===== config.mk =====
export PLATFORM = sky130hd
export DESIGN_NAME = nearest_pairs_topk_list_flat
export DESIGN_NICKNAME = d
export VERILOG_FILES = /design/src/sv/npt_pkg.sv /design/src/sv/npt_if.sv /design/src/sv/npt_cell.sv /design/src/sv/nearest_pairs_topk_list.sv /design/src/flat_wrapper.sv
export SDC_FILE = /design/constraint.sdc
export NUM_CORES = 2
export LEC_CHECK = 0
export ABC_AREA = 1
export CAP_MARGIN = 0
export CELL_PAD_IN_SITES_DETAIL_PLACEMENT = 0
export CELL_PAD_IN_SITES_GLOBAL_PLACEMENT = 1
export CORE_MARGIN = 4
export CORE_UTILIZATION = 49
export CTS_CLUSTER_DIAMETER = 60
export DETAILED_ROUTE_END_ITERATION = 8
export DONT_BUFFER_PORTS = 1
export GPL_ROUTABILITY_DRIVEN = 0
export HOLD_SLACK_MARGIN = 0.05
export PLACE_DENSITY = 0.85
export SETUP_SLACK_MARGIN = 0.15
export SLEW_MARGIN = 20
export SYNTH_ARGS = -nofsm -noshare
export SYNTH_HDL_FRONTEND = slang
export SYNTH_HIERARCHICAL = 1
export SYNTH_SLANG_ARGS = --single-unit

===== constraint.sdc =====
create_clock -name clk -period 3.1 [get_ports clk]
set_input_delay 0.775 -clock clk [delete_from_list [all_inputs] [get_ports clk]]
set_output_delay 0.775 -clock clk [all_outputs]
set_load 0.01 [all_outputs]

===== src/sv/npt_pkg.sv =====
// Package for the nearest-pairs top-k list: command codes, entry type and cell control.
// Depends on nothing; the cell and the top-level module refer to it by scoped names.
package npt_pkg;

	// Command codes carried on the request channel.
	localparam logic [1:0] CMD_CLEAR = 2'd0;
	localparam logic [1:0] CMD_OFFER = 2'd1;
	localparam logic [1:0] CMD_DUMP  = 2'd2;

	localparam int DIST_W = 32;
	localparam int ID_W   = 16;

	// Default number of list entries.
	localparam int LIST_DEPTH_DEF = 8;

	// Reset contents of a list entry.
	localparam logic [DIST_W-1:0] DIST_RESET = '1;

	typedef struct packed {
		logic [DIST_W-1:0] sq_dist;
		logic [ID_W-1:0]   first;
		logic [ID_W-1:0]   second;
	} entry_t;

	// Operation broadcast to every cell of the chain.
	typedef enum logic [1:0] {
		OP_HOLD   = 2'd0,
		OP_CLEAR  = 2'd1,
		OP_OFFER  = 2'd2,
		OP_ROTATE = 2'd3
	} cell_op_t;

	typedef struct packed {
		cell_op_t op;
		entry_t   ins;
	} cell_ctrl_t;

endpackage


===== src/sv/npt_if.sv =====
// Handshake interfaces of the nearest-pairs top-k list: request and response channels.
// Depends on nothing but the field widths fixed by the block's item format.
interface npt_req_if;
	logic        valid;
	logic        ready;
	logic [1:0]  cmd;
	logic [31:0] dist_sq;
	logic [15:0] first_id;
	logic [15:0] second_id;

	modport source(output valid, cmd, dist_sq, first_id, second_id, input ready);
	modport sink(input valid, cmd, dist_sq, first_id, second_id, output ready);
endinterface

interface npt_rsp_if;
	logic        valid;
	logic        ready;
	logic [31:0] out_dist;
	logic [15:0] out_first;
	logic [15:0] out_second;
	logic        is_last;

	modport source(output valid, out_dist, out_first, out_second, is_last, input ready);
	modport sink(input valid, out_dist, out_first, out_second, is_last, output ready);
endinterface


===== src/sv/npt_cell.sv =====
// One cell of the insertion chain: holds a single list entry and trades it with its neighbours.
// Depends on npt_pkg for the entry type and the broadcast control.
module npt_cell (
	input  logic               clk,
	input  logic               arst_n,
	input  npt_pkg::cell_ctrl_t ctrl,
	input  npt_pkg::entry_t    left,
	input  logic               left_gt,
	input  npt_pkg::entry_t    right,
	output npt_pkg::entry_t    entry,
	output logic               gt
);

	npt_pkg::entry_t entry_q;
	npt_pkg::entry_t entry_nxt;

	// The offered distance beats this entry when it is strictly smaller.
	assign gt    = ctrl.ins.sq_dist < entry_q.sq_dist;
	assign entry = entry_q;

	// An offer shifts larger entries back one place; the first of them takes the new pair.
	always_comb begin
		entry_nxt = entry_q;
		case (ctrl.op)
			npt_pkg::OP_CLEAR: begin
				entry_nxt.sq_dist = ctrl.ins.sq_dist;
				entry_nxt.first   = '0;
				entry_nxt.second  = '0;
			end
			npt_pkg::OP_OFFER: begin
				if (gt) begin
					entry_nxt = left_gt ? left : ctrl.ins;
				end
			end
			npt_pkg::OP_ROTATE: entry_nxt = right;
			default: entry_nxt = entry_q;
		endcase
	end

	always_ff @(posedge clk or negedge arst_n) begin
		if (!arst_n) begin
			entry_q.sq_dist <= npt_pkg::DIST_RESET;
			entry_q.first   <= '0;
			entry_q.second  <= '0;
		end else begin
			entry_q <= entry_nxt;
		end
	end

endmodule


===== src/sv/nearest_pairs_topk_list.sv =====
// A clear or an offer takes effect in the next cycle; one such beat is accepted every cycle
// while no dump rotates. An accepted dump sets the dump flag; each rotation step loads the
// output register, one beat per cycle while the sink is ready. The chain rotates once per beat,
// and requests wait until the final step. The last beat may wait in the output register while
// the next request is taken. Reset gives distances of all ones and zero ids in every entry.
module nearest_pairs_topk_list #(
	parameter int LIST_DEPTH = npt_pkg::LIST_DEPTH_DEF
) (
	input logic      clk,
	input logic      arst_n,
	npt_req_if.sink  req,
	npt_rsp_if.source rsp
);

	localparam int CNT_W = (LIST_DEPTH > 1) ? $clog2(LIST_DEPTH) : 1;
	localparam logic [CNT_W-1:0] CNT_LAST = CNT_W'(LIST_DEPTH - 1);

	npt_pkg::cell_ctrl_t ctrl;
	npt_pkg::entry_t     cell_entry [LIST_DEPTH];
	logic [LIST_DEPTH-1:0] cell_gt;

	logic             dump_q;
	logic [CNT_W-1:0] cnt_q;
	logic             out_valid_q;
	npt_pkg::entry_t  out_entry_q;
	logic             out_last_q;

	logic accept;
	logic step;

	// Requests are held off only while a dump is rotating through the chain.
	assign req.ready = !dump_q;
	assign accept    = req.valid && req.ready;
	assign step      = dump_q && (!out_valid_q || rsp.ready);

	// Broadcast control for the whole chain.
	always_comb begin
		ctrl.ins.sq_dist = req.dist_sq;
		ctrl.ins.first   = req.first_id;
		ctrl.ins.second  = req.second_id;
		ctrl.op          = npt_pkg::OP_HOLD;
		if (step) begin
			ctrl.op = npt_pkg::OP_ROTATE;
		end else if (accept && req.cmd == npt_pkg::CMD_CLEAR) begin
			ctrl.op = npt_pkg::OP_CLEAR;
		end else if (accept && req.cmd == npt_pkg::CMD_OFFER) begin
			ctrl.op = npt_pkg::OP_OFFER;
		end
	end

	// The chain of cells; the last cell takes the head's entry during rotation.
	for (genvar k = 0; k < LIST_DEPTH; k++) begin : g_cell
		npt_cell u_cell (
			.clk     (clk),
			.arst_n  (arst_n),
			.ctrl    (ctrl),
			.left    (cell_entry[(k > 0) ? k - 1 : 0]),
			.left_gt ((k > 0) ? cell_gt[(k > 0) ? k - 1 : 0] : 1'b0),
			.right   (cell_entry[(k + 1) % LIST_DEPTH]),
			.entry   (cell_entry[k]),
			.gt      (cell_gt[k])
		);
	end

	// Dump sequencing: count beats while the chain rotates.
	always_ff @(posedge clk or negedge arst_n) begin
		if (!arst_n) begin
			dump_q <= 1'b0;
			cnt_q  <= '0;
		end else begin
			if (accept && req.cmd == npt_pkg::CMD_DUMP) begin
				dump_q <= 1'b1;
				cnt_q  <= '0;
			end else if (step) begin
				cnt_q <= cnt_q + CNT_W'(1);
				if (cnt_q == CNT_LAST) begin
					dump_q <= 1'b0;
				end
			end
		end
	end

	// Output register: takes the head of the chain on every rotation step.
	always_ff @(posedge clk or negedge arst_n) begin
		if (!arst_n) begin
			out_valid_q <= 1'b0;
		end else if (step) begin
			out_valid_q <= 1'b1;
		end else if (rsp.ready) begin
			out_valid_q <= 1'b0;
		end
	end

	always_ff @(posedge clk) begin
		if (step) begin
			out_entry_q <= cell_entry[0];
			out_last_q  <= (cnt_q == CNT_LAST);
		end
	end

	assign rsp.valid      = out_valid_q;
	assign rsp.out_dist   = out_entry_q.sq_dist;
	assign rsp.out_first  = out_entry_q.first;
	assign rsp.out_second = out_entry_q.second;
	assign rsp.is_last    = out_last_q;

	// Order check over neighbouring cells and a packed view of the distances.
	logic                     sorted;
	logic [LIST_DEPTH-1:0][31:0] dist_vec;

	always_comb begin
		sorted = 1'b1;
		for (int k = 0; k < LIST_DEPTH; k++) begin
			dist_vec[k] = cell_entry[k].sq_dist;
			if (k > 0 && cell_entry[k].sq_dist < cell_entry[(k > 0) ? k - 1 : 0].sq_dist) begin
				sorted = 1'b0;
			end
		end
	end

	// The list is in ascending order whenever no dump is rotating it.
	a_sorted: assert property (@(posedge clk) disable iff (!arst_n)
		!dump_q |-> sorted)
		else $error("list out of order outside a dump");

	// An offer that does not beat the last entry leaves every distance alone.
	a_no_move: assert property (@(posedge clk) disable iff (!arst_n)
		accept && req.cmd == npt_pkg::CMD_OFFER && !cell_gt[LIST_DEPTH-1]
		|=> $stable(dist_vec))
		else $error("rejected offer changed the list");

	// The final rotation step presents a flagged last beat and releases the request side.
	a_last_beat: assert property (@(posedge clk) disable iff (!arst_n)
		step && cnt_q == CNT_LAST |=> rsp.valid && rsp.is_last && !dump_q)
		else $error("dump did not end with a flagged beat");

	// An accepted dump raises the dump flag in the very next cycle.
	a_dump_start: assert property (@(posedge clk) disable iff (!arst_n)
		accept && req.cmd == npt_pkg::CMD_DUMP |=> dump_q)
		else $error("accepted dump did not start rotating");

endmodule

===== src/flat_wrapper.sv =====
// flat-port wrapper written by rule: the top's interface ports become plain ports
module nearest_pairs_topk_list_flat 
#(
	parameter int LIST_DEPTH = npt_pkg::LIST_DEPTH_DEF
)
  (clk, arst_n, req_valid, req_cmd, req_dist_sq, req_first_id, req_second_id, req_ready, rsp_valid, rsp_out_dist, rsp_out_first, rsp_out_second, rsp_is_last, rsp_ready);
  npt_req_if req_i ();
  npt_rsp_if rsp_i ();
  input logic clk;
  input logic arst_n;
  input wire logic [$bits(req_i.valid)-1:0] req_valid;
  input wire logic [$bits(req_i.cmd)-1:0] req_cmd;
  input wire logic [$bits(req_i.dist_sq)-1:0] req_dist_sq;
  input wire logic [$bits(req_i.first_id)-1:0] req_first_id;
  input wire logic [$bits(req_i.second_id)-1:0] req_second_id;
  output wire logic [$bits(req_i.ready)-1:0] req_ready;
  output wire logic [$bits(rsp_i.valid)-1:0] rsp_valid;
  output wire logic [$bits(rsp_i.out_dist)-1:0] rsp_out_dist;
  output wire logic [$bits(rsp_i.out_first)-1:0] rsp_out_first;
  output wire logic [$bits(rsp_i.out_second)-1:0] rsp_out_second;
  output wire logic [$bits(rsp_i.is_last)-1:0] rsp_is_last;
  input wire logic [$bits(rsp_i.ready)-1:0] rsp_ready;
  assign req_i.valid = req_valid;
  assign req_i.cmd = req_cmd;
  assign req_i.dist_sq = req_dist_sq;
  assign req_i.first_id = req_first_id;
  assign req_i.second_id = req_second_id;
  assign req_ready = req_i.ready;
  assign rsp_valid = rsp_i.valid;
  assign rsp_out_dist = rsp_i.out_dist;
  assign rsp_out_first = rsp_i.out_first;
  assign rsp_out_second = rsp_i.out_second;
  assign rsp_is_last = rsp_i.is_last;
  assign rsp_i.ready = rsp_ready;
  nearest_pairs_topk_list #(.LIST_DEPTH(LIST_DEPTH)) u_core (.clk(clk), .arst_n(arst_n), .req(req_i), .rsp(rsp_i));
endmodule

Word level (Yosys, flattened, before mapping)
Index checks and enable logic that the tools add are counted.
- output and inout bits: 67
- word-level logic and storage cells: 109
- bits in latches: 0
- memories: 0
- register bits after elaboration: 582
- memory bits (read-only): 0
- memory bits (writable): 0
- add/sub/neg operators: 1
- shift operators: 0
- bitwise logic cells: 0
- magnitude comparators: 8
- reduce and logical (&&, ||, !) cells: 22
- divide/modulo/power cells: 0
- multiplexer cells: 33
- $mul: 0
- eq/ne operators: 14
- operators by type and width (kind ; number):
    64-bit case mux with 3 select lines ; 8
    64-bit two-way mux ; 15
    32-bit < comparator ; 8
    2-bit AND reduction ; 9
    2-bit inequality test, second input constant ; 8
    2-bit == test, second input constant ; 3
    2-bit two-way mux ; 3
    3-bit two-way mux ; 2
    2-bit nonzero test ; 3
    1-bit logical AND ; 5
    1-bit two-way mux ; 5
    2-bit by 1-bit == test with 1-bit output, second input constant ; 2
    3-bit by 1-bit adder with 3-bit output, second input constant ; 1
    3-bit == test, second input constant ; 1
    3-bit nonzero test ; 1
    1-bit zero test ; 2
    2-bit zero test ; 1
    1-bit logical OR ; 1

Logic depth before layout (Yosys ltp)
- depth in word-level cells: 9
- depth in mapped cells: 19
- gate-level depth less buffers: 17

Cells and area by module
The synthesis kept the hierarchy.
- modules (own cells, without submodules) (module ; cells each ; times used ; area each (um^2) ; sequential area each (um^2)):
    npt_cell at u_core.g_cell[0].u_cell ... ; 722 ; 6 ; 5258.8 ; 1641.6
    npt_cell at u_core.g_cell[6].u_cell ... ; 721 ; 2 ; 4946.0 ; 1641.6
    nearest_pairs_topk_list ; 102 ; 1 ; 2230.9 ; 2077.0

Worst setup path after synthesis
No wires, ideal clock.
- kind: input -> register
- from: input port req_valid
- to: register u_core.g_cell[1].u_cell.entry_q (netlist bit u_core/g_cell[1].u_cell/entry[10])
- stages: 11
- library setup time: 65 ps
- slack: -90 ps
- required time: 3035 ps
- data arrival time: 3125 ps
- cells stage by stage: inv_1 > nor2_2 > nand3_1 > nand2_1 > nand2_1 > inv_2 > clkbuf_1 > nand2_1 > o21ai_0 > nand2_1 > nand2_1
- RTL lines (what ; RTL line ; text):
    start, declared ; flat_wrapper.sv:11 ; input wire logic [$bits(req_i.valid)-1:0] req_valid;
    end signal, assigned ; npt_cell.sv:46 ; entry_q <= entry_nxt;
    end, declared ; npt_cell.sv:14 ; npt_pkg::entry_t entry_q;

Final worst setup path
- from: register u_core.g_cell[3].u_cell.entry_q (netlist bit u_core/g_cell[3].u_cell/entry[46])
- to: register u_core.g_cell[4].u_cell.entry_q (netlist bit u_core/g_cell[4].u_cell/entry[62])
- cells in the longest elaborated chain, start to end: 4
- RTL lines (what ; RTL line ; text):
    start, declared ; npt_cell.sv:14 ;
    start signal, assigned ; npt_cell.sv:46 ;
    32-bit < comparator ; npt_cell.sv:18 ; assign gt = ctrl.ins.sq_dist < entry_q.sq_dist;
    via u_core.cell_gt[3] ; nearest_pairs_topk_list.sv:20 ; logic [LIST_DEPTH-1:0] cell_gt;
    64-bit two-way mux ; npt_cell.sv:32 ; entry_nxt = left_gt ? left : ctrl.ins;
    64-bit two-way mux ; npt_cell.sv:31 ; if (gt) begin
    64-bit case mux with 3 select lines ; npt_cell.sv:24 ; case (ctrl.op)
    end signal, assigned ; npt_cell.sv:46 ;
    end, declared ; npt_cell.sv:14 ;
The timed path passes the listed nets, and every way through them passes these cells. The select of a mux whose other input is x is not followed.
A chain may end at the register's enable or synchronous reset.

==> metrics.csv <==
metric;value;unit
Core Area;0.08837;sq mm
CTS Buf Count;81;
Post-Route WL;172500;microns
Worst Hold Class;in2async;
CP required;3690;ps
normalized max-slew margin;0.3050;
num ports;137;
total track usage;0.3485;
most common cell after layout, fill and taps aside;nand2_1;
Reg2Reg Launch Point;u_core/g_cell[3].u_cell/entry[46];
Tot Pwr;0.06326;W
Synth Warn #;6;
status;completed;
Crit-path slowest cell;dfstp_2;
vias in the first global route;41490;
Max Cap Violations;0;
share of cells above drive strength 1;0.1890;
sw frac;0.5168;
area of the mapped netlist;0.04367;sq mm
f_max;0.3452;GHz
Worst EP arrival;3490;ps
Leakage;21.91;nW
worst reg2reg setup slack;200;ps
Area Growth Syn to Fin;10.07;%
Iteration-0 DRC Markers;4901;
Sink Count;582;
Crit Reg-Reg Endpoint;u_core/g_cell[4].u_cell/entry[62];
via/cell ratio;6.166;
antenna violations before repair;4;
crit path capture type;flop;
sequential share of power;0.273;
via count;43210;
final setup fails;0;
CP max FO;21;
RSZ-0062 raised after global routing;yes;
Overflow after GRT;0;
Synth Instances;5875;
full die area;0.09396;sq mm
Inst Count DP;6836;
fin crit share;0.9345;
commonest cells after routing, fill and taps aside;1934 x nand2_1, 521 x o21ai_0, 484 x nor2_1;
final instance area;0.04807;sq mm
switching power;0.03269;W
CP startpoint kind;flop;
DR DRC count;0;
worst-skew pair later-pin latency;660;ps
Comb power frac;0.569;
number of cells on the worst reg-to-reg path;16;
final-report max-slew violation count;0;
fill count;8347;
final setup margin;203.1;ps
pin count of the biggest net entering global routing;518;
clk_skew;34.66;ps
root buffer cell;clkbuf_16;
internal power;0.03057;W
first-pass GRT wire length;256000;microns
cell row count;109;
WL per Instance;24.62;microns
Detail Route Antenna Nets;0;
final setup TNS;0;ps
CTS tree;done;
Die H;306.5;microns
Clock power frac;0.158;
H-tree depth;3;
synthesized area per cell;7.433;sq um
total power per unit cell area;1316;mW/mm^2
PortBufs;0;
pre-CTS setup slack;77.70;ps
Reg clk slew, reported paths;60;ps
Worst VDD drop;937.3;uV
DR pass1 iterations;8;
Hold Fails Final Rpt;0;
Finished Layout Cells;7008;
Worst path max stage delay;570;ps
CP dominant cell by count;nand2_1;
Final min period;2897;ps
worst-margin pin slew;1042;ps
Starting Density;0.4941;
Post-DP HPWL;106100;microns
crit-path cells;inv_1, ha_1, nand2_1, inv_1, nand3_1, nor3_1, nand2_1, nand2_1, nand2_2, and2_2, inv_2, clkbuf_16, a21oi_1, a21oi_1, nand2_1, nand2_1;
clk buf depth;3;
placed cell areas;0.04478;sq mm
classification of the worst setup path;reg2reg;
Layout Nets;6093;
Die X;306.5;microns
worst setup path startpoint;u_core/g_cell[3].u_cell/entry[46];
flip-flops by register name (all words and copies together), names as in the netlist:
register and flops:
u_core/rsp.valid 1, u_core/rsp.is_last 1, u_core/g_cell.u_cell/entry 512, u_core/rsp.out_second 16, u_core/rsp.out_dist 32, u_core/rsp.out_first 16, u_core/cnt_q 3, u_core/dump_q 1
metrics by stage:
step | util | hold WS (ps)
after floorplan | - | 467.6
after global placement | 0.5067 | 482.0
after detailed placement | 0.5067 | 486.0
after CTS | 0.5388 | -173.2
after global routing | 0.5439 | 223.4
final | 0.5439 | 171.6
power groups by stage:
stage | Combinational (W) | Clock, W | Sequential (W)
4_1_cts | 0.0336 | 0.0101 | 0.0172
5_1_grt | 0.0386 | 0.0105 | 0.0177
3_3_place_gp | 0.0328 | 0 | 0.0172
2_1_floorplan | 0.0235 | 0 | 0.0157
3_5_place_dp | 0.0334 | 0 | 0.0173
6_report | 0.0360 | 0.0100 | 0.0172
cell type report:
cell class	count	area [sq um]	share of cell area
Clock inverter	42	561.8	0.01169
Sequential cell	582	15210	0.3164
Multi-Input combinational cell	4554	24570	0.5111
Clock buffer	109	2275	0.04732
Antenna cell	2	5.005	0.0001041
Timing Repair Buffer	198	2629	0.05469
Tap cell	1165	1458	0.03033
Inverter	356	1363	0.02835
worst max-delay path: cells and delay by family (launching register included):
family / cells / cell delay (ps)
AO/OA/AOI/OAI: 2 / 250
buffers and inverters: 4 / 600
AND/OR/NAND/NOR: 9 / 1110
adder cells (fa/ha/maj): 1 / 270
flip-flops: 1 / 570
layer usage:
metal | global-route usage | up-vias | part of all wire
met5 | 0 | - | 0
met4 | 0.1834 | 0 | 0.059
met3 | 0.06818 | 542 | 0.11
met2 | 0.5408 | 2592 | 0.44
met1 | 0.4626 | 20760 | 0.40
li1 | - | 19320 | -
what timing repair did:
action / in CTS / in global routing
resized for setup: 0 / 20
hold endpoints to repair: 270 / 41
setup endpoints to repair: 0 / 147
buffers inserted: 0 / 6
how the worst max path moves through the flow:
stage	cells past startpoint	to	slack, ps
floorplan	9	u_core/g_cell[6].u_cell/entry[0]	440
global placement	17	u_core/g_cell[3].u_cell/entry[57]	70
detailed placement	17	u_core/g_cell[3].u_cell/entry[44]	80
CTS	18	u_core/g_cell[1].u_cell/entry[4]	170
global route	18	u_core/g_cell[2].u_cell/entry[4]	120
finish	16	u_core/g_cell[4].u_cell/entry[62]	200
(Power assumes the default switching activity.)
